==> src/sv/dual_quadrature_counter_speed_defines.svh <==
// Assertion helpers for the quadrature counter block.
// Both forms sample on clk and are disabled while rst_n is low.
`ifndef DUAL_QUADRATURE_COUNTER_SPEED_DEFINES_SVH
`define DUAL_QUADRATURE_COUNTER_SPEED_DEFINES_SVH

`ifndef SYNTHESIS
// Consequent must hold in the same cycle as the antecedent.
`define DQCS_ASSERT_SAME(lbl, ante, cons) \
  lbl: assert property (@(posedge clk) disable iff (!rst_n) (ante) |-> (cons)) \
    else $error("dqcs same-cycle check failed");
// Consequent must hold in the cycle after the antecedent.
`define DQCS_ASSERT_NEXT(lbl, ante, cons) \
  lbl: assert property (@(posedge clk) disable iff (!rst_n) (ante) |=> (cons)) \
    else $error("dqcs next-cycle check failed");
`else
`define DQCS_ASSERT_SAME(lbl, ante, cons)
`define DQCS_ASSERT_NEXT(lbl, ante, cons)
`endif

`endif

==> src/sv/dqcs_pkg.sv <==
package dqcs_pkg;

  localparam int CNT_W     = 32;
  localparam int PWR_W     = 16;
  localparam int TPS_W     = 17;
  localparam int PROD_W    = CNT_W + TPS_W + 1;
  localparam int IN_DATA_W = 72;
  localparam int IN_USER_W = 3;
  localparam int OUT_DATA_W = 4 * CNT_W;

  localparam logic [TPS_W-1:0] TPS_RESET = TPS_W'(10);

  // Item kinds
  typedef enum logic [1:0] {
    OP_EDGE_A = 2'd0,
    OP_EDGE_B = 2'd1,
    OP_TICK   = 2'd2,
    OP_PRESET = 2'd3
  } op_t;

  // Configuration register indexes
  typedef enum logic {
    CFG_TPS = 1'b0,
    CFG_SIM = 1'b1
  } cfg_idx_t;

  // After the count update: positions and per-wheel deltas
  typedef struct packed {
    logic                    tick;
    logic signed [CNT_W-1:0] lpos;
    logic signed [CNT_W-1:0] rpos;
    logic signed [CNT_W-1:0] ldelta;
    logic signed [CNT_W-1:0] rdelta;
  } p1_t;

  // After the multiply: positions and raw speed products
  typedef struct packed {
    logic                     tick;
    logic signed [CNT_W-1:0]  lpos;
    logic signed [CNT_W-1:0]  rpos;
    logic signed [PROD_W-1:0] lprod;
    logic signed [PROD_W-1:0] rprod;
  } p2_t;

  // Arithmetic shift right by two, sign extended to count width
  function automatic logic [CNT_W-1:0] power_quarter(input logic [PWR_W-1:0] p);
    return {{(CNT_W-PWR_W+2){p[PWR_W-1]}}, p[PWR_W-1:2]};
  endfunction

  // Clamp a product to the signed 32-bit range
  function automatic logic [CNT_W-1:0] sat_cnt(input logic [PROD_W-1:0] v);
    logic [CNT_W-1:0] res;
    priority if (!v[PROD_W-1] && (|v[PROD_W-2:CNT_W-1])) begin
      res = {1'b0, {(CNT_W-1){1'b1}}};
    end else if (v[PROD_W-1] && !(&v[PROD_W-2:CNT_W-1])) begin
      res = {1'b1, {(CNT_W-1){1'b0}}};
    end else begin
      res = v[CNT_W-1:0];
    end
    return res;
  endfunction

endpackage

==> src/sv/dual_quadrature_counter_speed.sv <==
// An accepted request reaches out_tvalid through the count-update, multiply and saturate registers.
// Throughput: one request per cycle while the result side does not stall; the three stages
// advance independently, so bubbles are squeezed out while the result side stalls.
// The delta multiply (32 x 18 signed) sets the middle stage.
// Reset (rst_n low, synchronous): counts, snapshots and speeds clear to zero,
// ticks_per_second returns to 10, simulation mode to on, pipeline empties.
`include "dual_quadrature_counter_speed_defines.svh"

module dual_quadrature_counter_speed (
  input  logic                             clk,
  input  logic                             rst_n,
  input  logic                             in_tvalid,
  output logic                             in_tready,
  // [0] pin_a_level, [1] pin_b_level, [33:2] preset_value,
  // [49:34] left_power, [65:50] right_power, [71:66] zero
  input  logic [dqcs_pkg::IN_DATA_W-1:0]   in_tdata,
  // [1:0] opcode, [2] wheel_sel
  input  logic [dqcs_pkg::IN_USER_W-1:0]   in_tuser,
  output logic                             out_tvalid,
  input  logic                             out_tready,
  // [31:0] left_position, [63:32] right_position,
  // [95:64] left_rate, [127:96] right_rate
  output logic [dqcs_pkg::OUT_DATA_W-1:0]  out_tdata,
  input  logic                             cfg_valid,
  output logic                             cfg_ready,
  input  logic                             cfg_index,
  input  logic [dqcs_pkg::TPS_W-1:0]       cfg_data
);
  import dqcs_pkg::*;

  // configuration
  logic [TPS_W-1:0] tps_r;
  logic             sim_r;

  // wheel state; acc holds count - snapshot
  logic [CNT_W-1:0] cnt_l_r, cnt_l_nxt, cnt_r_r, cnt_r_nxt;
  logic [CNT_W-1:0] snap_l_r, snap_l_nxt, snap_r_r, snap_r_nxt;
  logic [CNT_W-1:0] acc_l_r, acc_l_nxt, acc_r_r, acc_r_nxt;
  logic [CNT_W-1:0] spd_l_r, spd_r_r;

  // pipeline
  logic p1_v_r, p2_v_r, out_v_r;
  p1_t  p1_r, p1_nxt;
  p2_t  p2_r, p2_nxt;
  logic [CNT_W-1:0] opos_l_r, opos_r_r;
  logic rdy1, rdy2, rdy3, in_fire;

  // request fields
  op_t              op;
  logic             sel, pin_a, pin_b, up;
  logic [CNT_W-1:0] preset, step, lpq, rpq;
  logic [PWR_W-1:0] lpwr, rpwr;

  assign op     = op_t'(in_tuser[1:0]);
  assign sel    = in_tuser[2];
  assign pin_a  = in_tdata[0];
  assign pin_b  = in_tdata[1];
  assign preset = in_tdata[33:2];
  assign lpwr   = in_tdata[49:34];
  assign rpwr   = in_tdata[65:50];

  // stage handshakes
  assign rdy3      = !out_v_r || out_tready;
  assign rdy2      = !p2_v_r || rdy3;
  assign rdy1      = !p1_v_r || rdy2;
  assign in_tready = rdy1;
  assign in_fire   = in_tvalid && rdy1;
  assign cfg_ready = 1'b1;

  // direction and power terms
  assign up   = (pin_a == pin_b) ^ (op == OP_EDGE_B);
  assign step = up ? CNT_W'(1) : {CNT_W{1'b1}};
  assign lpq  = sim_r ? power_quarter(lpwr) : '0;
  assign rpq  = sim_r ? power_quarter(rpwr) : '0;

  // count, snapshot and delta-accumulator update
  always_comb begin
    cnt_l_nxt  = cnt_l_r;
    cnt_r_nxt  = cnt_r_r;
    snap_l_nxt = snap_l_r;
    snap_r_nxt = snap_r_r;
    acc_l_nxt  = acc_l_r;
    acc_r_nxt  = acc_r_r;
    unique case (op)
      OP_EDGE_A, OP_EDGE_B: begin
        if (sel) begin
          cnt_r_nxt = cnt_r_r + step;
          acc_r_nxt = acc_r_r + step;
        end else begin
          cnt_l_nxt = cnt_l_r + step;
          acc_l_nxt = acc_l_r + step;
        end
      end
      OP_TICK: begin
        cnt_l_nxt  = cnt_l_r + lpq;
        cnt_r_nxt  = cnt_r_r + rpq;
        snap_l_nxt = cnt_l_nxt;
        snap_r_nxt = cnt_r_nxt;
        acc_l_nxt  = '0;
        acc_r_nxt  = '0;
      end
      OP_PRESET: begin
        if (sel) begin
          cnt_r_nxt = preset;
          acc_r_nxt = preset - snap_r_r;
        end else begin
          cnt_l_nxt = preset;
          acc_l_nxt = preset - snap_l_r;
        end
      end
      default: ;
    endcase
  end

  // stage 1 payload
  always_comb begin
    p1_nxt.tick   = (op == OP_TICK);
    p1_nxt.lpos   = cnt_l_nxt;
    p1_nxt.rpos   = cnt_r_nxt;
    p1_nxt.ldelta = acc_l_r + lpq;
    p1_nxt.rdelta = acc_r_r + rpq;
  end

  // stage 2 payload: delta times ticks per second
  always_comb begin
    p2_nxt.tick  = p1_r.tick;
    p2_nxt.lpos  = p1_r.lpos;
    p2_nxt.rpos  = p1_r.rpos;
    p2_nxt.lprod = p1_r.ldelta * $signed({1'b0, tps_r});
    p2_nxt.rprod = p1_r.rdelta * $signed({1'b0, tps_r});
  end

  // configuration writes
  always_ff @(posedge clk) begin
    if (!rst_n) begin
      tps_r <= TPS_RESET;
      sim_r <= 1'b1;
    end else if (cfg_valid) begin
      unique case (cfg_idx_t'(cfg_index))
        CFG_TPS: tps_r <= cfg_data;
        CFG_SIM: sim_r <= cfg_data[0];
        default: ;
      endcase
    end
  end

  // wheel state
  always_ff @(posedge clk) begin
    if (!rst_n) begin
      cnt_l_r  <= '0;
      cnt_r_r  <= '0;
      snap_l_r <= '0;
      snap_r_r <= '0;
      acc_l_r  <= '0;
      acc_r_r  <= '0;
    end else if (in_fire) begin
      cnt_l_r  <= cnt_l_nxt;
      cnt_r_r  <= cnt_r_nxt;
      snap_l_r <= snap_l_nxt;
      snap_r_r <= snap_r_nxt;
      acc_l_r  <= acc_l_nxt;
      acc_r_r  <= acc_r_nxt;
    end
  end

  // stage valids
  always_ff @(posedge clk) begin
    if (!rst_n) begin
      p1_v_r  <= 1'b0;
      p2_v_r  <= 1'b0;
      out_v_r <= 1'b0;
    end else begin
      if (rdy1) p1_v_r <= in_tvalid;
      if (rdy2) p2_v_r <= p1_v_r;
      if (rdy3) out_v_r <= p2_v_r;
    end
  end

  // stage payloads
  always_ff @(posedge clk) begin
    if (in_fire) p1_r <= p1_nxt;
    if (rdy2 && p1_v_r) p2_r <= p2_nxt;
    if (rdy3 && p2_v_r) begin
      opos_l_r <= p2_r.lpos;
      opos_r_r <= p2_r.rpos;
    end
  end

  // speeds: saturated on a tick as it enters the output register
  always_ff @(posedge clk) begin
    if (!rst_n) begin
      spd_l_r <= '0;
      spd_r_r <= '0;
    end else if (rdy3 && p2_v_r && p2_r.tick) begin
      spd_l_r <= sat_cnt(p2_r.lprod);
      spd_r_r <= sat_cnt(p2_r.rprod);
    end
  end

  assign out_tvalid = out_v_r;
  assign out_tdata  = {spd_r_r, spd_l_r, opos_r_r, opos_l_r};

  // checks
  `DQCS_ASSERT_SAME(a_acc_left, 1'b1, acc_l_r == (cnt_l_r - snap_l_r))
  `DQCS_ASSERT_SAME(a_acc_right, 1'b1, acc_r_r == (cnt_r_r - snap_r_r))
  `DQCS_ASSERT_NEXT(a_p2_hold, p2_v_r && !rdy3, p2_v_r && $stable(p2_r))
  `DQCS_ASSERT_NEXT(a_spd_hold, out_v_r && !out_tready, $stable(spd_l_r) && $stable(spd_r_r))

endmodule
==> config.mk <==
export PLATFORM = sky130hd
export DESIGN_NAME = dual_quadrature_counter_speed
export DESIGN_NICKNAME = d
export VERILOG_FILES = /design/src/sv/dqcs_pkg.sv /design/src/sv/dual_quadrature_counter_speed.sv
export VERILOG_INCLUDE_DIRS = /design/src /design/src/sv
export SDC_FILE = /design/constraint.sdc
export NUM_CORES = 2
export LEC_CHECK = 0
export BUFFER_PORTS_ARGS = -buffer_cell sky130_fd_sc_hd__buf_2
export CAP_MARGIN = 20
export CORE_AREA = 8 8 476 478
export DETAILED_ROUTE_END_ITERATION = 6
export DIE_AREA = 0 0 484 486
export GPL_ROUTABILITY_DRIVEN = 0
export GPL_TIMING_DRIVEN = 0
export PLACE_DENSITY = 0.48
export SYNTH_ARGS = -nofsm -noshare
export SYNTH_HDL_FRONTEND = slang
export SYNTH_SLANG_ARGS = --single-unit
==> constraint.sdc <==
create_clock -name clk -period 39.9 [get_ports clk]
set_clock_uncertainty 0.2 [all_clocks]
set_input_delay 1.995 -clock clk [delete_from_list [all_inputs] [get_ports clk]]
set_output_delay 1.995 -clock clk [all_outputs]
set_load 0.01 [all_outputs]
### After elaboration in Yosys (flattened, before gate mapping)

Index checks and enable logic that the tools add are counted.

* memory bits (read-only): 0
* bits in writable memories: 0
* bits in latches: 0
* memories kept: 0
* logic and storage cells: 95
* register bits after elaboration: 635

* bitwise gates (word level): 2
* muxes and demuxes: 19
* $add $sub $neg: 10
* magnitude comparators: 0
* $mul: 2
* div/mod/pow operators: 0
* equal/unequal tests: 8
* shifts and indexed selects: 0
* reductions and logical operators: 29

Operator list (count)
* two-way mux 32 bit: 15
* one-hot mux 32 bit (3 select lines): 4
* adder 32 bit: 8
* multiplier 32 x 18 -> 50 bit: 2
* subtractor 32 bit: 2
* AND reduction 18 bit: 2
* OR reduction 18 bit: 2
* logical AND 1 bit: 8
* inequality test 2 bit (second input constant): 4
* logical NOT 1 bit: 7
* AND reduction 2 bit: 3
* AND reduction 3 bit: 2
* == test 2 bit (second input constant): 2
* logical OR 1 bit: 3
* == test 2 x 1 -> 1 bit (second input constant): 1
* logical NOT 2 bit: 1
* OR reduction 2 bit: 1
* == test 1 bit: 1
* inverter 1 bit: 1
* bitwise XOR 1 bit: 1

### Depth between registers and ports, before layout

* depth in word-level cells: 6
* mapped depth: 28
* gate-level depth less buffers: 26

### Worst setup path before layout

Ideal clock, no wire load.

* kind: input port to flip-flop
* from: input out_tready
* to: register p2_r[0] (netlist bit), enable pin
* data required time: 38.757 ns
* setup time: 0.943 ns
* buffers on the path: 0
* slack: 24.790 ns
* stages on the path: 2
* arrival: 13.967 ns
* cells stage by stage: nor2b_1 > a21boi_0

* cells in the longest elaborated chain, start to end: 3

Ends and longest elaborated chain
* start: declaration: RTL line dual_quadrature_counter_speed.sv:20 `input logic out_tready,`
* logical OR 1 bit: RTL line dual_quadrature_counter_speed.sv:63 `assign rdy3 = !out_v_r || out_tready;`
* logical OR 1 bit: RTL line dual_quadrature_counter_speed.sv:64 `assign rdy2 = !p2_v_r || rdy3;`
* logical AND 1 bit: RTL line dual_quadrature_counter_speed.sv:182 `if (rdy2 && p1_v_r) p2_r <= p2_nxt;`
* end signal: assignment: RTL line dual_quadrature_counter_speed.sv:182
* end: declaration: RTL line dual_quadrature_counter_speed.sv:44 `p2_t p2_r, p2_nxt;`

No other way between the ends.
A chain may end at the register's enable or synchronous reset.

==> out/qor.csv <==
stage;metric;value;unit
floorplan;FP Rows;172;
timing;fin crit period;9180;ps
route;final wirelength;287000;um
layout;area grow syn2layout;11.2;%
timing;worst-margin pin slew;1270;ps
power_and_ir_drop;PD cells;61.0;nW/um2
setup_path;CP dominant cell by count;fa_1;
synthesis;mapped cell area;76100;um2
run_status;status;completed;
route;Avg Vias per Cell;5.28;
synthesis;ys async rst share;0;%
synthesis;Yosys reg bits;635;
global_route;global route overflow;0;
clock_tree;Worst-path clk slew;80;ps
setup_path;peak per-stage delay on the critical path;910;ps
floorplan;I/O pin cnt;229;
floorplan;Die Ht;486;um
setup_path;Slowest-stage cell, CP;clkbuf_1;
clock_tree;clk root buf;clkbuf_16;
floorplan;Initial Utilization;34.8;%
global_route;initial antenna violation count;26;
synthesis;ys flop type;edfxtp_1;
clock_tree;Worst-Skew Late Latency;750;ps
power_and_ir_drop;Lkg Pwr;0.0387;uW
synthesis;synth cell count leaders;1419 x inv_1, 1052 x fa_1, 930 x nand2_1;
clock_tree;postcts setup bufs;0;
synthesis;register area share after synthesis;21.4;%
route;DRC;0;
layout;ratio of cells with drive above 1 in the final layout;5.45;%
timing;RSZ-0062 raised after global routing;false;
layout;final cell count without fillers;11714;
setup_path;CP Buf/Inv Count;6;
synthesis;Post-synth EDFFs;358;
clock_tree;clock sinks;635;
global_route;pin count of the biggest net entering global routing;86;
global_route;number of global-route vias before repair;63868;
layout;Fillers;22275;
place;Setup Slack @ Placement;30790;ps
synthesis;Ys Warns;0;
clock_tree;cts repair resizes;0;
timing;# setup viols final;0;
synthesis;ranking of synthesized cells by area;fa_1 28%, edfxtp_1 14%, ha_1 8.9%;
synthesis;leading area contributor after synthesis;fa_1;
synthesis;Avg Inst Size Synth;9.06;um2
setup_path;crit path launch type;flip-flop;
setup_path;crit path DAT;9420;ps
timing;relative slew slack;15.6;%
synthesis;most common cell in the netlist;inv_1;
global_route;total track usage;23.9;%
timing;final setup TNS;0;ps
timing;maximum clock frequency;109;MHz
power_and_ir_drop;Power Total;5160;uW
floorplan;die width;484;um
route;routed length per instance;24.5;um
layout;final net count;10440;
floorplan;Core Region;219000;um2
clock_tree;CTS Buffer Depth;3;
hold_path;Hold WC Path Type;flip-flop to flip-flop;
clock_tree;H-tree Lvls;3;
job;Max-Cap Viols;0;
place;port bufs;215;
timing;min setup slack post-route;30720;ps
timing;final period utilization;23.0;%
floorplan;die outline area;235000;um2
place;placed cell count;11527;
route;Final ANT Viol Nets;0;
place;dpl hpwl;233000;um
timing;fin. max-slew vios;0;
synthesis;Yosys top cell area share;27.7;%
timing;Hold Fails Final Rpt;0;
synthesis;Mapped Cells;8401;
setup_path;Worst Setup Path Type;flip-flop to flip-flop;
setup_path;Crit. End Element;flip-flop;
clock_tree;hold buffers post-CTS;0;
power_and_ir_drop;Max IR drop VDD;54.3;uV
route;Vias;61905;
clock_tree;CTS tree;built;
route;drt first pass iters;6;
setup_path;Worst Path Max Fanout;10;
clock_tree;TritonCTS Buffers;84;
setup_path;critical path data required time;40140;ps
global_route;first-pass GRT wire length;422000;um
synthesis;Synth Net Count;10093;
setup_path;crit-path leading delay family;adder cells;
synthesis;Yosys cell types;98;
route;drt first-iter violations;5329;
-- worst reg2reg max path: cells and delay by family (launching register included) --
family          cells  cell delay [ps]
fa+ha+maj           7             3250
buf+inv             6             1810
compound gates      7             1740
simple gates        4             1390
flops               1              380
xor+xnor            1               80
-- report_power, final --
group,switching [uW],internal [uW]
registers,87.8,934
logic,1990,1340
clock network,346,459
-- cells in the final DEF (no fill, tap or decap), drive strengths merged, types with 18 or more instances in the layout --
| cell type | instances |
|---|---|
| inv | 1427 |
| fa | 1052 |
| nand2 | 930 |
| and2 | 668 |
| a21oi | 546 |
| ha | 542 |
| clkbuf | 438 |
| o21ai | 392 |
| edfxtp | 358 |
| nor2 | 354 |
| buf | 278 |
| dfxtp | 277 |
| xnor2 | 232 |
| a21o | 175 |
| xor2 | 127 |
| nand3 | 76 |
| nor3 | 68 |
| o21a | 64 |
| a31oi | 60 |
| a211oi | 55 |
| nand2b | 50 |
| nor2b | 45 |
| nand4 | 43 |
| o21bai | 40 |
| clkinv | 40 |
| and3 | 34 |
| o221ai | 30 |
| o211ai | 27 |
| diode | 23 |
| or3 | 23 |
| o31ai | 21 |
| a22oi | 19 |
| mux2i | 18 |
| nor4 | 18 |
-- cell families after synthesis --
logic type,count (synthesis),share of synthesized area [%]
mux,21,0.281
fa+ha+maj,1594,36.6
buf+inv,1782,8.89
xor+xnor,359,4.13
simple gates,2370,15.2
compound gates,1639,13.5
flops,635,21.4
other cells,1,0.00493
-- registers in the layout, indices dropped and copies added (netlist names) --
register and count:
spd_l_r 32, p2_v_r 1, snap_r_r 32, out_tvalid 1, cnt_r_r 32, opos_r_r 32
snap_l_r 32, tps_r 17, opos_l_r 32, p2_r 165, acc_r_r 32, sim_r 1
p1_r 129, p1_v_r 1, acc_l_r 32, spd_r_r 32, cnt_l_r 32
-- per-stage QoR --
step / hold WS (ps) / area (um2) / util, %
finish: 213 / 84600 / 38.7
global route: 217 / 84600 / 38.7
CTS: 214 / 84500 / 38.6
detailed placement: 205 / 81600 / 37.3
global placement: 204 / 80800 / 36.9
floorplan: 200 / 76100 / -
-- routing by layer --
metal / share of wire (%) / wire [um] / GRT usage, % / up-vias
li1: - / - / - / 27982
met5: 0.053 / 152 / 0 / -
met4: 5.6 / 16100 / 11.5 / 10
met3: 7.6 / 21900 / 4.79 / 587
met1: 42 / 120000 / 31.0 / 31008
met2: 45 / 129000 / 38.5 / 2318
-- path summary, 6_finish.rpt --
check                                      startpoint                      to  slack, ps  cells past startpoint
worst max-delay path            tps_r[3]$_SDFFE_PN1P_      p2_r[92]$_DFFE_PP_      30720                     25
worst min-delay path              p2_r[151]$_DFFE_PP_  opos_l_r[19]$_DFFE_PP_        210                      0
worst max register to register  tps_r[3]$_SDFFE_PN1P_      p2_r[92]$_DFFE_PP_      30720                     25
worst min register to register    p2_r[151]$_DFFE_PP_  opos_l_r[19]$_DFFE_PP_        210                      0
-- cell type report --
type	count	area [um2]	area share [%]
Clock inverter	61	769	0.909
Antenna cell	23	57.6	0.0680
Sequential cell	635	16300	19.3
Clock buffer	97	2170	2.56
Tap cell	2871	3590	4.24
Inverter	1422	5340	6.31
Timing Repair Buffer	261	1930	2.28
Multi-Input combinational cell	5984	53100	62.7
Buffer	360	1440	1.70
No activity file was read; power rests on OpenSTA's default activity.
